File: config.mk
export PLATFORM = sky130hd
export DESIGN_NAME = npcm_out_buf
export DESIGN_NICKNAME = d
export VERILOG_FILES = /design/src/hw/rtl/npcm_pkg.sv /design/src/hw/rtl/npcm_out_buf.sv
export SDC_FILE = /design/constraint.sdc
export NUM_CORES = 1
export LEC_CHECK = 0
export ABC_AREA = 1
export BUFFER_PORTS_ARGS = -buffer_cell sky130_fd_sc_hd__clkbuf_2
export CAP_MARGIN = 40
export CORE_UTILIZATION = 48
export CTS_BUF_LIST = sky130_fd_sc_hd__clkbuf_8 sky130_fd_sc_hd__clkbuf_16
export CTS_CLUSTER_SIZE = 28
export DETAILED_ROUTE_END_ITERATION = 12
export GPL_TIMING_DRIVEN = 0
export HOLD_SLACK_MARGIN = 0.1
export PLACE_DENSITY_LB_ADDON = 0.12
export SLEW_MARGIN = 20
export SYNTH_ARGS = -nofsm -noshare
export SYNTH_HDL_FRONTEND = slang
export SYNTH_SLANG_ARGS = --single-unit
export TNS_END_PERCENT = 5
File: constraint.sdc
create_clock -name i_clk -period 3.9 [get_ports i_clk]
set_input_delay 0.78 -clock i_clk [delete_from_list [all_inputs] [get_ports i_clk]]
set_output_delay 0.78 -clock i_clk [all_outputs]
set_load 0.02 [all_outputs]
File: src/hw/rtl/npcm_pkg.sv
`timescale 1ns / 1ps

package npcm_pkg;

    // Port widths of the request and result fields
    localparam int IDX_PORT_W  = 8;
    localparam int CHAN_PORT_W = 8;
    localparam int DIST_PORT_W = 10;
    localparam int CNT_W       = 9;

    // One result as it sits in the output buffer
    localparam int RES_W = IDX_PORT_W + 3 * CHAN_PORT_W + DIST_PORT_W;

    // Defaults for the top-level parameters
    localparam int PALETTE_DEPTH_DEF = 256;
    localparam int CHANNEL_BITS_DEF  = 8;

    // Palette count after reset
    localparam logic [CNT_W-1:0] CNT_RESET = 9'd256;

    // Request codes
    localparam logic REQ_LOAD = 1'b0;
    localparam logic REQ_MAP  = 1'b1;

    // Control bits that travel with each token along the chain
    typedef struct packed {
        logic valid;
        logic is_map;
        logic found;
    } t_ctl;

endpackage

File: src/hw/rtl/npcm_out_buf.sv
`timescale 1ns / 1ps

// Two-entry result buffer between the chain and the output channel.
module npcm_out_buf #(
    parameter int WIDTH = npcm_pkg::RES_W
) (
    input  logic             i_clk,
    input  logic             i_rst_n,
    input  logic             i_push,
    input  logic [WIDTH-1:0] i_data,
    output logic             o_full,
    output logic             o_valid,
    input  logic             i_ready,
    output logic [WIDTH-1:0] o_data
);

    logic [WIDTH-1:0] r_mem [0:1];
    logic             r_wr_ptr;
    logic             r_rd_ptr;
    logic [1:0]       r_count;
    logic             w_pop;

    assign w_pop   = (r_count != 2'd0) && i_ready;
    assign o_valid = r_count != 2'd0;
    assign o_full  = r_count == 2'd2;
    assign o_data  = r_mem[r_rd_ptr];

    // Storage
    always_ff @(posedge i_clk) begin
        if (i_push) begin
            r_mem[r_wr_ptr] <= i_data;
        end
    end

    // Pointers and fill level
    always_ff @(posedge i_clk) begin
        if (!i_rst_n) begin
            r_wr_ptr <= 1'b0;
            r_rd_ptr <= 1'b0;
            r_count  <= 2'd0;
        end else begin
            if (i_push) begin
                r_wr_ptr <= ~r_wr_ptr;
            end
            if (w_pop) begin
                r_rd_ptr <= ~r_rd_ptr;
            end
            unique case ({i_push, w_pop})
                2'b10:   r_count <= r_count + 2'd1;
                2'b01:   r_count <= r_count - 2'd1;
                default: r_count <= r_count;
            endcase
        end
    end

endmodule

==> flow_summary.yaml <==
run_status:
  outcome: "finished clean"
power:
  p_per_area_nw_per_um2: 500
  p_leak_nw: 1.77
  vdd_drop_max_uv: 266
detailed_routing:
  final_antenna_net_count: 0
  wl_met2_um: 2500
  wl_met1_um: 2080
  drt_first_pass_iters: 4
  met3WireLength_um: 322
  drc_errors: 0
  dr.max_layer_used: "met4"
  drt_iter0_drc: 63
  wire_per_inst_um: 13.5
  vias_per_cell: 4.68
  route.vias.total: 1738
  drt_wl_total_um: 5020
worst_setup_path:
  cp.arrival_ns: 1.44
  endpoint_kind: "output pin"
  slowest_delay_ns: 0.33
  slowest_stage: "dfxtp_1"
  path_max_fanout: 10
  cp.required_ns: 3.12
  crit_chain: "buf_6 > buf_12 > mux2_4 > clkbuf_2"
  worst_setup_path_start_kind: "flip-flop"
  crit_type: "reg -> out"
layout:
  nFillCells: 537
  nNetsFinal: 317
  areaGrowthSynthToFinish_pct: 25.2
  instances_no_fill: 371
  num_antenna_cells: 0
  post-route-util: 0.629
  drive_above_1_share: 0.567
  final_area_um2: 4350
floorplanning:
  die_area_um2: 7580
  num_rows: 30
  ioPinCount: 90
  fp.dieW_um: 87.1
  dieHeight_um: 87.1
  fp.coreArea_um2: 6910
  initial_utilization: 0.503
logic_synthesis:
  syn-instance-count: 167
  syn_nets: 214
  avgSynthCellArea_um2: 20.8
  yosys.cell_types.count: 15
  yosysSeqAreaShare: 0.755
  yosysWarnings: 0
  syn_area_um2: 3470
  ys_ff_latch: 89
timing:
  fin_ws_ns: 1.68
  tightestPinTransition_ns: 0.516
  setup_viol: 0
  timing.fmax_ghz: 0.450
  tns_ns: 0
  skew_ns: 0.00566
  hold_viol: 0
  min_period_ns: 2.22
  timing.slew.headroom: 0.656
  drv_slew: 0
  rsz0062_at_grt: "no"
  period_share: 0.569
global_route:
  grt_overflow: 0
  grt_max_degree: 23
  grt_pass1_wl_um: 7910
  grt_pass1_vias: 1718
  antenna_found_initial: 0
  globalRouteTotalUtil: 0.146
placement:
  place_congestion: 0.830
  place_hpwl_um: 3460
  dp_cells: 355
  portBuffers: 89
  placed_area_um2: 4130
  pre_cts_ws_ns: 1.95
cts:
  cts_hold_buf: 0
  numCtsBuffers: 9
  cts-htree-levels: 3
  cts_tree: "done"
  clkTransAtPathRegs_ns: 0.08
  cts_root_buf: "clkbuf_8"
  post-cts-setup-buffers: 0
  clk_latency_ns: 0.35
  cts_resized: 0
  clk_path_buf_depth: 2
  cts.sinks: 89
worst_hold_path:
  hold_class: "reg -> reg"
flow_run:
  cap_violations: 0
-- path summary, 6_finish.rpt --
kind | cells past startpoint | start | endpoint | slack [ns]
hold / removal | 2 | r_rd_ptr$_SDFFE_PN0P_ | r_rd_ptr$_SDFFE_PN0P_ | 0.52
hold reg to reg | 2 | r_rd_ptr$_SDFFE_PN0P_ | r_rd_ptr$_SDFFE_PN0P_ | 0.52
setup reg to reg | 3 | r_wr_ptr$_SDFFE_PN0P_ | r_mem[1][6]$_DFFE_PP_ | 2.47
setup / recovery | 4 | flip-flop | o_data[0] | 1.68
-- placed cells by master, fill, tap and decap left out, types with 2 or more instances in the layout --
cell type	instances
nand2_1	8
inv_1	5
dfxtp_1	5
mux2_2	2
buf_12	4
bufinv_16	2
clkbuf_2	89
edfxtp_1	84
buf_16	3
mux2_4	40
clkbuf_8	9
nor2_1	10
-- critical path, delay by kind of cell, from the launching register on --
family / cells / cell delay, ns
buf+inv: 3 / 0.46
flops: 1 / 0.33
mux: 1 / 0.31
-- registers in the layout (all words and copies together) (netlist names), named ones only --
| register | count |
|---|---|
| r_mem | 84 |
| r_count | 2 |
| r_rd_ptr | 1 |
| r_wr_ptr | 1 |
-- metal layers --
metal / global-route usage / vias up
met3: 0.0436 / 11
met5: 0 / -
met4: 0.0909 / 0
met2: 0.239 / 53
li1: - / 845
met1: 0.169 / 829
-- stage by stage --
stage                     hold slack [ns]  total power (W)
after floorplan                     0.451          0.00141
after global placement              0.472          0.00152
after detailed placement            0.494          0.00154
after CTS                           0.513          0.00220
after global routing                0.563          0.00227
final                               0.520          0.00217
-- synth_stat cells --
cell type / number / share of area
nand3_1: 1 / 0.0014
o21ai_0: 1 / 0.0014
nor2_1: 11 / 0.012
nand2_1: 8 / 0.0086
edfxtp_1: 84 / 0.73
nand4_1: 1 / 0.0018
buf_6: 1 / 0.0032
a21oi_1: 1 / 0.0014
buf_12: 4 / 0.023
dfxtp_1: 5 / 0.029
inv_1: 6 / 0.0065
ha_1: 1 / 0.0036
mux2_4: 40 / 0.17
mux2_2: 2 / 0.0065
o21a_1: 1 / 0.0022
-- power breakdown --
| group | leakage, nW | internal, W | total [W] | switching, W |
|---|---|---|---|---|
| combinational | 0.829 | 0.000188 | 0.000387 | 0.000199 |
| clock | 0.107 | 0.000361 | 0.000666 | 0.000305 |
| sequential | 0.830 | 0.00110 | 0.00112 | 0.0000161 |
| total | 1.77 | 0.00165 | 0.00217 | 0.000521 |
-- cells by family after synthesis --
family / count (synthesis) / synth area share
multiplexers: 42 / 0.179
buffers and inverters: 11 / 0.0328
flip-flops: 89 / 0.755
adder cells (fa/ha/maj): 1 / 0.00360
AO/OA/AOI/OAI: 3 / 0.00504
AND/OR/NAND/NOR: 21 / 0.0238
-- cell type report --
cell class,instances,area (µm²),area share
Timing Repair Buffer,92,528,0.122
Buffer,5,91.3,0.0210
Inverter,6,22.5,0.00518
Clock inverter,7,93.8,0.0216
Multi-Input combinational cell,67,743,0.171
Clock buffer,9,124,0.0285
Tap cell,96,120,0.0276
Sequential cell,89,2620,0.604
(Power assumes the default switching activity.)
