$ cat src/hw/rtl/npcm_pkg.sv
`timescale 1ns / 1ps

package npcm_pkg;

    // Port widths of the request and result fields
    localparam int IDX_PORT_W  = 8;
    localparam int CHAN_PORT_W = 8;
    localparam int DIST_PORT_W = 10;
    localparam int CNT_W       = 9;

    // One result as it sits in the output buffer
    localparam int RES_W = IDX_PORT_W + 3 * CHAN_PORT_W + DIST_PORT_W;

    // Defaults for the top-level parameters
    localparam int PALETTE_DEPTH_DEF = 256;
    localparam int CHANNEL_BITS_DEF  = 8;

    // Palette count after reset
    localparam logic [CNT_W-1:0] CNT_RESET = 9'd256;

    // Request codes
    localparam logic REQ_LOAD = 1'b0;
    localparam logic REQ_MAP  = 1'b1;

    // Control bits that travel with each token along the chain
    typedef struct packed {
        logic valid;
        logic is_map;
        logic found;
    } t_ctl;

endpackage

$ cat src/hw/rtl/npcm_cell.sv
`timescale 1ns / 1ps

// One palette entry plus one pipeline stage of the search chain.
module npcm_cell #(
    parameter int CELL_INDEX   = 0,
    parameter int IDX_W        = 8,
    parameter int CHANNEL_BITS = npcm_pkg::CHANNEL_BITS_DEF
) (
    input  logic                                i_clk,
    input  logic                                i_rst_n,
    input  logic                                i_adv,
    input  logic [npcm_pkg::CNT_W-1:0]          i_count,
    input  npcm_pkg::t_ctl                      i_ctl,
    input  logic [npcm_pkg::IDX_PORT_W-1:0]     i_entry_index,
    input  logic [2:0][CHANNEL_BITS-1:0]        i_pix,
    input  logic [IDX_W-1:0]                    i_best_idx,
    input  logic [2:0][CHANNEL_BITS-1:0]        i_best_col,
    input  logic [CHANNEL_BITS+1:0]             i_best_dist,
    output npcm_pkg::t_ctl                      o_ctl,
    output logic [npcm_pkg::IDX_PORT_W-1:0]     o_entry_index,
    output logic [2:0][CHANNEL_BITS-1:0]        o_pix,
    output logic [IDX_W-1:0]                    o_best_idx,
    output logic [2:0][CHANNEL_BITS-1:0]        o_best_col,
    output logic [CHANNEL_BITS+1:0]             o_best_dist
);

    localparam int DIST_W = CHANNEL_BITS + 2;
    localparam int CMP_W  = (IDX_W > npcm_pkg::CNT_W) ? IDX_W + 1 : npcm_pkg::CNT_W + 1;
    localparam int EIX_W  = (IDX_W > npcm_pkg::IDX_PORT_W) ? IDX_W : npcm_pkg::IDX_PORT_W;
    localparam logic [CMP_W-1:0] CELL_CMP = CMP_W'(CELL_INDEX);
    localparam logic [EIX_W-1:0] CELL_EIX = EIX_W'(CELL_INDEX);
    localparam logic [IDX_W-1:0] CELL_IDX = IDX_W'(CELL_INDEX);

    logic [2:0][CHANNEL_BITS-1:0] r_entry;
    npcm_pkg::t_ctl               r_ctl;
    npcm_pkg::t_ctl               n_ctl;
    logic [npcm_pkg::IDX_PORT_W-1:0] r_entry_index;
    logic [2:0][CHANNEL_BITS-1:0] r_pix;
    logic [IDX_W-1:0]             r_best_idx;
    logic [IDX_W-1:0]             n_best_idx;
    logic [2:0][CHANNEL_BITS-1:0] r_best_col;
    logic [2:0][CHANNEL_BITS-1:0] n_best_col;
    logic [DIST_W-1:0]            r_best_dist;
    logic [DIST_W-1:0]            n_best_dist;
    logic [DIST_W-1:0]            w_dist;
    logic                         w_active;
    logic                         w_take;
    logic                         w_load;

    // Manhattan distance from the passing pixel to this entry
    always_comb begin
        logic [CHANNEL_BITS-1:0] diff;
        w_dist = '0;
        for (int c = 0; c < 3; c++) begin
            if (i_pix[c] > r_entry[c]) begin
                diff = i_pix[c] - r_entry[c];
            end else begin
                diff = r_entry[c] - i_pix[c];
            end
            w_dist = w_dist + DIST_W'(diff);
        end
    end

    // Entry takes part only below the palette count; strict compare keeps lowest index on ties
    assign w_active = CELL_CMP < CMP_W'(i_count);
    assign w_take   = i_ctl.valid && i_ctl.is_map && w_active &&
                      (!i_ctl.found || (w_dist < i_best_dist));
    assign w_load   = i_adv && i_ctl.valid && !i_ctl.is_map &&
                      (EIX_W'(i_entry_index) == CELL_EIX);

    always_comb begin
        n_ctl       = i_ctl;
        n_ctl.found = i_ctl.found | w_take;
        n_best_idx  = w_take ? CELL_IDX : i_best_idx;
        n_best_col  = w_take ? r_entry  : i_best_col;
        n_best_dist = w_take ? w_dist   : i_best_dist;
    end

    // Palette entry, written when a load token for this index passes
    always_ff @(posedge i_clk) begin
        if (w_load) begin
            r_entry <= i_pix;
        end
    end

    // Stage control
    always_ff @(posedge i_clk) begin
        if (!i_rst_n) begin
            r_ctl <= '0;
        end else if (i_adv) begin
            r_ctl <= n_ctl;
        end
    end

    // Stage payload
    always_ff @(posedge i_clk) begin
        if (i_adv) begin
            r_entry_index <= i_entry_index;
            r_pix         <= i_pix;
            r_best_idx    <= n_best_idx;
            r_best_col    <= n_best_col;
            r_best_dist   <= n_best_dist;
        end
    end

    assign o_ctl         = r_ctl;
    assign o_entry_index = r_entry_index;
    assign o_pix         = r_pix;
    assign o_best_idx    = r_best_idx;
    assign o_best_col    = r_best_col;
    assign o_best_dist   = r_best_dist;

endmodule

$ cat config.mk
export PLATFORM = sky130hd
export DESIGN_NAME = npcm_cell
export DESIGN_NICKNAME = d
export VERILOG_FILES = /design/src/hw/rtl/npcm_pkg.sv /design/src/hw/rtl/npcm_cell.sv
export SDC_FILE = /design/constraint.sdc
export NUM_CORES = 1
export LEC_CHECK = 0
export BUFFER_PORTS_ARGS = -buffer_cell sky130_fd_sc_hd__buf_4
export CAP_MARGIN = 10
export CORE_MARGIN = 5
export CORE_UTILIZATION = 30
export CTS_CLUSTER_SIZE = 8
export DETAILED_ROUTE_END_ITERATION = 7
export PLACE_DENSITY = 0.57
export SETUP_SLACK_MARGIN = 0.2
export SLEW_MARGIN = 20
export SYNTH_ARGS = -nofsm -noshare
export SYNTH_HDL_FRONTEND = slang
export SYNTH_SLANG_ARGS = --single-unit
$ cat constraint.sdc
create_clock -name i_clk -period 5.5 [get_ports i_clk]
set_clock_uncertainty 0.2 [all_clocks]
set_input_delay 0 -clock i_clk [delete_from_list [all_inputs] [get_ports i_clk]]
set_output_delay 0 -clock i_clk [all_outputs]
set_load 0.03 [all_outputs]
==> flow_summary.toml <==
[yosys]
post_synth_fa_ha_maj_area_fraction_pct = 16.7
postSynth.asyncResetShare_pct = 0
synthesis.instances = 525
synthDominantCellAreaShare_pct = 46.3
synth_seq_cells = 101
synth_nets = 690
synth.area.mux_share_pct = 11.5
synth_xor_xnor_area_share_pct = 1.93
post_synth_most_frequent_cells = "98 x sky130_fd_sc_hd__edfxtp_1, 76 x sky130_fd_sc_hd__inv_1, 61 x sky130_fd_sc_hd__ha_1"
yosysWarnings = 0
synth_cell_types = 47
synth-edff-count = 98
ys_seq_area_share_pct = 47.2
netlist_area_um2 = 6360
avgSynthCellArea_um2 = 12.1
ys.flop_type = "sky130_fd_sc_hd__edfxtp_1"
post_synth_and_or_nand_nor_area_fraction_pct = 6.42
synth.most_common_cell = "sky130_fd_sc_hd__edfxtp_1"
synth.area.top_cells = "sky130_fd_sc_hd__edfxtp_1 46%, sky130_fd_sc_hd__ha_1 12%, sky130_fd_sc_hd__mux2_1 5.3%"
synth_top_area_cell = "sky130_fd_sc_hd__edfxtp_1"
synth_top_family_by_area = "adder cells"
synth_area_in_compound_gates_pct = 10.2

[clocking]
clk_transition_reported_paths_ns = 0.08
tritoncts = "yes"
max_clock_buf_depth = 2
cts_inserted_buffers = 9
clock_sinks = 101
clock_tree.root_cell = "sky130_fd_sc_hd__clkbuf_16"
maximum_level_of_the_cts_h_tree = 3
clk_latency_ns = 0.36

[floorplanning]
dieHeight_um = 156
initial_utilization_pct = 30.3
placement_rows = 53
io-pin-count = 166
die-area_um2 = 24200
core_region_area_um2 = 21000
die_w_um = 156

[global_route]
grt_max_degree = 80
grt_antenna_before_repair = 0
gr-usage-all-layers_pct = 14.8
grt.overflow.total = 0
first_global_vias = 5449
grt_pass1_wl_um = 28400

[worst_setup_path]
rr_startpoint = "r_entry[0]"
path_buf_inv = 6
ff2ff_path_depth = 22
crit_type = "reg -> reg"
end_kind = "register"
critPathLaunch = "r_entry[0]"
critical_path_required_ns = 5.41
r2r_end = "o_best_col[8]"
crit_chain = "ha_2 -> inv_1 -> fa_2 -> nand3_1 -> a21oi_1 -> o21ai_2 -> buf_4 -> mux2i_1 -> mux2i_1 -> fa_1 -> inv_2 -> fa_2 -> buf_4 -> xor2_4 -> ha_1 -> a21o_1 -> a211oi_1 -> o21ai_1 -> a221oi_4 -> buf_6 -> buf_16 -> mux2_4"
critical_path.slowest_cell = "sky130_fd_sc_hd__fa_1"
path_delay_family = "adder cells"
reg2reg_setup_slack_ns = -0.02
critPathMaxFanout = 8
setup.worst_path.start_class = "register"
worst-endpoint-arrival_ns = 5.43
critical-path-max-stage-delay_ns = 0.56

[sta]
setup-tns-final_ns = -0.176
post-route-worst-setup-slack_ns = -0.0212
relSlewSlack_pct = 30.2
setup_repair_after_global_routing_missed_its_margin = "true"
final.period_utilization_pct = 100
min_period_ns = 5.52
final_hold_vio_count = 0
finalMaxSlewViolations = 0
max_frequency_mhz = 181
worst-slew-pin-transition_ns = 1.05
setup_viol = 14

[worst_hold_path]
hold_class = "in -> reg"
holdCritStartpoint = "i_adv"
worstHoldPathCells = 1
min_delay_worst_endpoint = "o_entry_index[7]"

[placement]
port_buffers = 165
detailedPlacementHpwl_um = 12600
dp_cells = 998
gp_congestion = 0.852

[pwr]
powerDensity_nw_per_um2 = 284
vdd_drop_max_mv = 0.167
power.static_leakage_nw = 4.51
totalPowerFinal_w = 0.00283

[layout]
final_net_count = 994
drive_above_1_share_pct = 40.9
area.growth.synth_to_final_pct = 56.7
finalCoreUtilization_pct = 47.5
finalNonFillerCells = 1110

[drt]
initialDrtViolationCount = 268
first_pass_iters = 4
drt_wl_total_um = 18200
final_antenna_net_count = 0
dr_total_vias = 5127
drt_drc_violations_left = 0
detail_route.vias_per_cell = 4.62
routedWlPerCell_um = 16.4

[run_status]
run_status = "finished with violations"
violated_checks = "negative setup slack"

[job]
reported_max_cap_violation_count = 0
cells by family (layout without fill, tap and decap cells):
| logic type | Yosys count | in the layout |
|---|---|---|
| AOI/OAI and AO/OA | 96 | 96 |
| muxes | 67 | 67 |
| buffers and inverters | 93 | 402 |
| and+or+nand+nor | 78 | 78 |
| DFF | 101 | 101 |
| other | 0 | 1 |
| adders and majority gates | 76 | 76 |
| xor gates and xnor gates | 14 | 14 |
registers in the layout, summed over array words and instances, names as in the netlist:
signal         flops
o_pix             24
o_best_idx         8
r_entry           24
o_best_col        24
o_ctl              3
o_entry_index      8
o_best_dist       10
report_power, final:
group          total (W)  switching (W)  internal [W]
clock network   0.000636       0.000318      0.000318
logic            0.00126       0.000623      0.000637
registers       0.000938      0.0000192      0.000919
stage by stage:
step / hold slack [ns] / instance area (um2) / worst slack, ns
after floorplan: -0.101 / 6430 / 0.211
after global placement: -0.00889 / 8310 / -0.242
after detailed placement: -0.00698 / 8310 / -0.227
after CTS: 0.154 / 9780 / -0.0654
after global routing: 0.174 / 9960 / -0.294
final: 0.145 / 9960 / -0.0212
metal layers:
layer,global-route usage (%),wire [um]
met1,19.2,8210
met2,24.7,8820
met3,2.77,930
met4,5.13,260
met5,0,0
worst max-delay path by stage:
stage / slack, ns / end / cells after the start
after global routing: -0.29 / o_best_col[9] / 23
after detailed placement: -0.23 / o_best_dist[0] / 22
final: -0.02 / o_best_col[8] / 22
after CTS: -0.07 / o_best_dist[3] / 23
after floorplan: 0.21 / o_best_col[17] / 19
after global placement: -0.24 / o_best_col[23] / 22
what timing repair did:
action	in CTS	in global routing
gates resized for setup	59	29
hold buffers	79	0
endpoints found under the setup margin	42	42
pin swaps	9	24
cloned	3	2
buffers inserted	9	2
hold endpoints to repair	101	0
worst register-to-register path: stages, from the launching register on:
cell,delay [ns]
sky130_fd_sc_hd__edfxtp_1,0.36
sky130_fd_sc_hd__ha_2,0.18
sky130_fd_sc_hd__inv_1,0.05
sky130_fd_sc_hd__fa_2,0.34
sky130_fd_sc_hd__nand3_1,0.09
sky130_fd_sc_hd__a21oi_1,0.09
sky130_fd_sc_hd__o21ai_2,0.28
sky130_fd_sc_hd__buf_4,0.17
sky130_fd_sc_hd__mux2i_1,0.17
sky130_fd_sc_hd__mux2i_1,0.12
sky130_fd_sc_hd__fa_1,0.56
sky130_fd_sc_hd__inv_2,0.05
sky130_fd_sc_hd__fa_2,0.39
sky130_fd_sc_hd__buf_4,0.17
sky130_fd_sc_hd__xor2_4,0.18
sky130_fd_sc_hd__ha_1,0.29
sky130_fd_sc_hd__a21o_1,0.17
sky130_fd_sc_hd__a211oi_1,0.22
sky130_fd_sc_hd__o21ai_1,0.15
sky130_fd_sc_hd__a221oi_4,0.38
sky130_fd_sc_hd__buf_6,0.20
sky130_fd_sc_hd__buf_16,0.16
sky130_fd_sc_hd__mux2_4,0.31
layout by cell type (no fill, tap or decap), drive strengths merged, types with 3 or more instances in the layout:
master / count
nor2: 9
clkbuf: 11
nand3b: 4
edfxtp: 98
nand4: 5
buf: 229
xnor2: 8
nand2: 19
a21oi: 29
inv: 81
a211oi: 10
a21o: 15
fa: 15
dfxtp: 3
nand3: 15
dlygate4sd3: 79
xor2: 6
a31oi: 8
nor4: 3
mux2i: 20
nor2b: 12
and2: 3
o21ai: 17
ha: 61
mux2: 47
layout make-up:
class	instances	area (um2)
tap	275	344
multi-input combinational	331	3380
clock buffer	9	225
clock inverter	7	62.6
sequential	101	3000
antenna	1	2.50
inverter	76	285
timing repair buffer	310	2660
fill	1916	11000
Power figures use the tool's default switching activity.
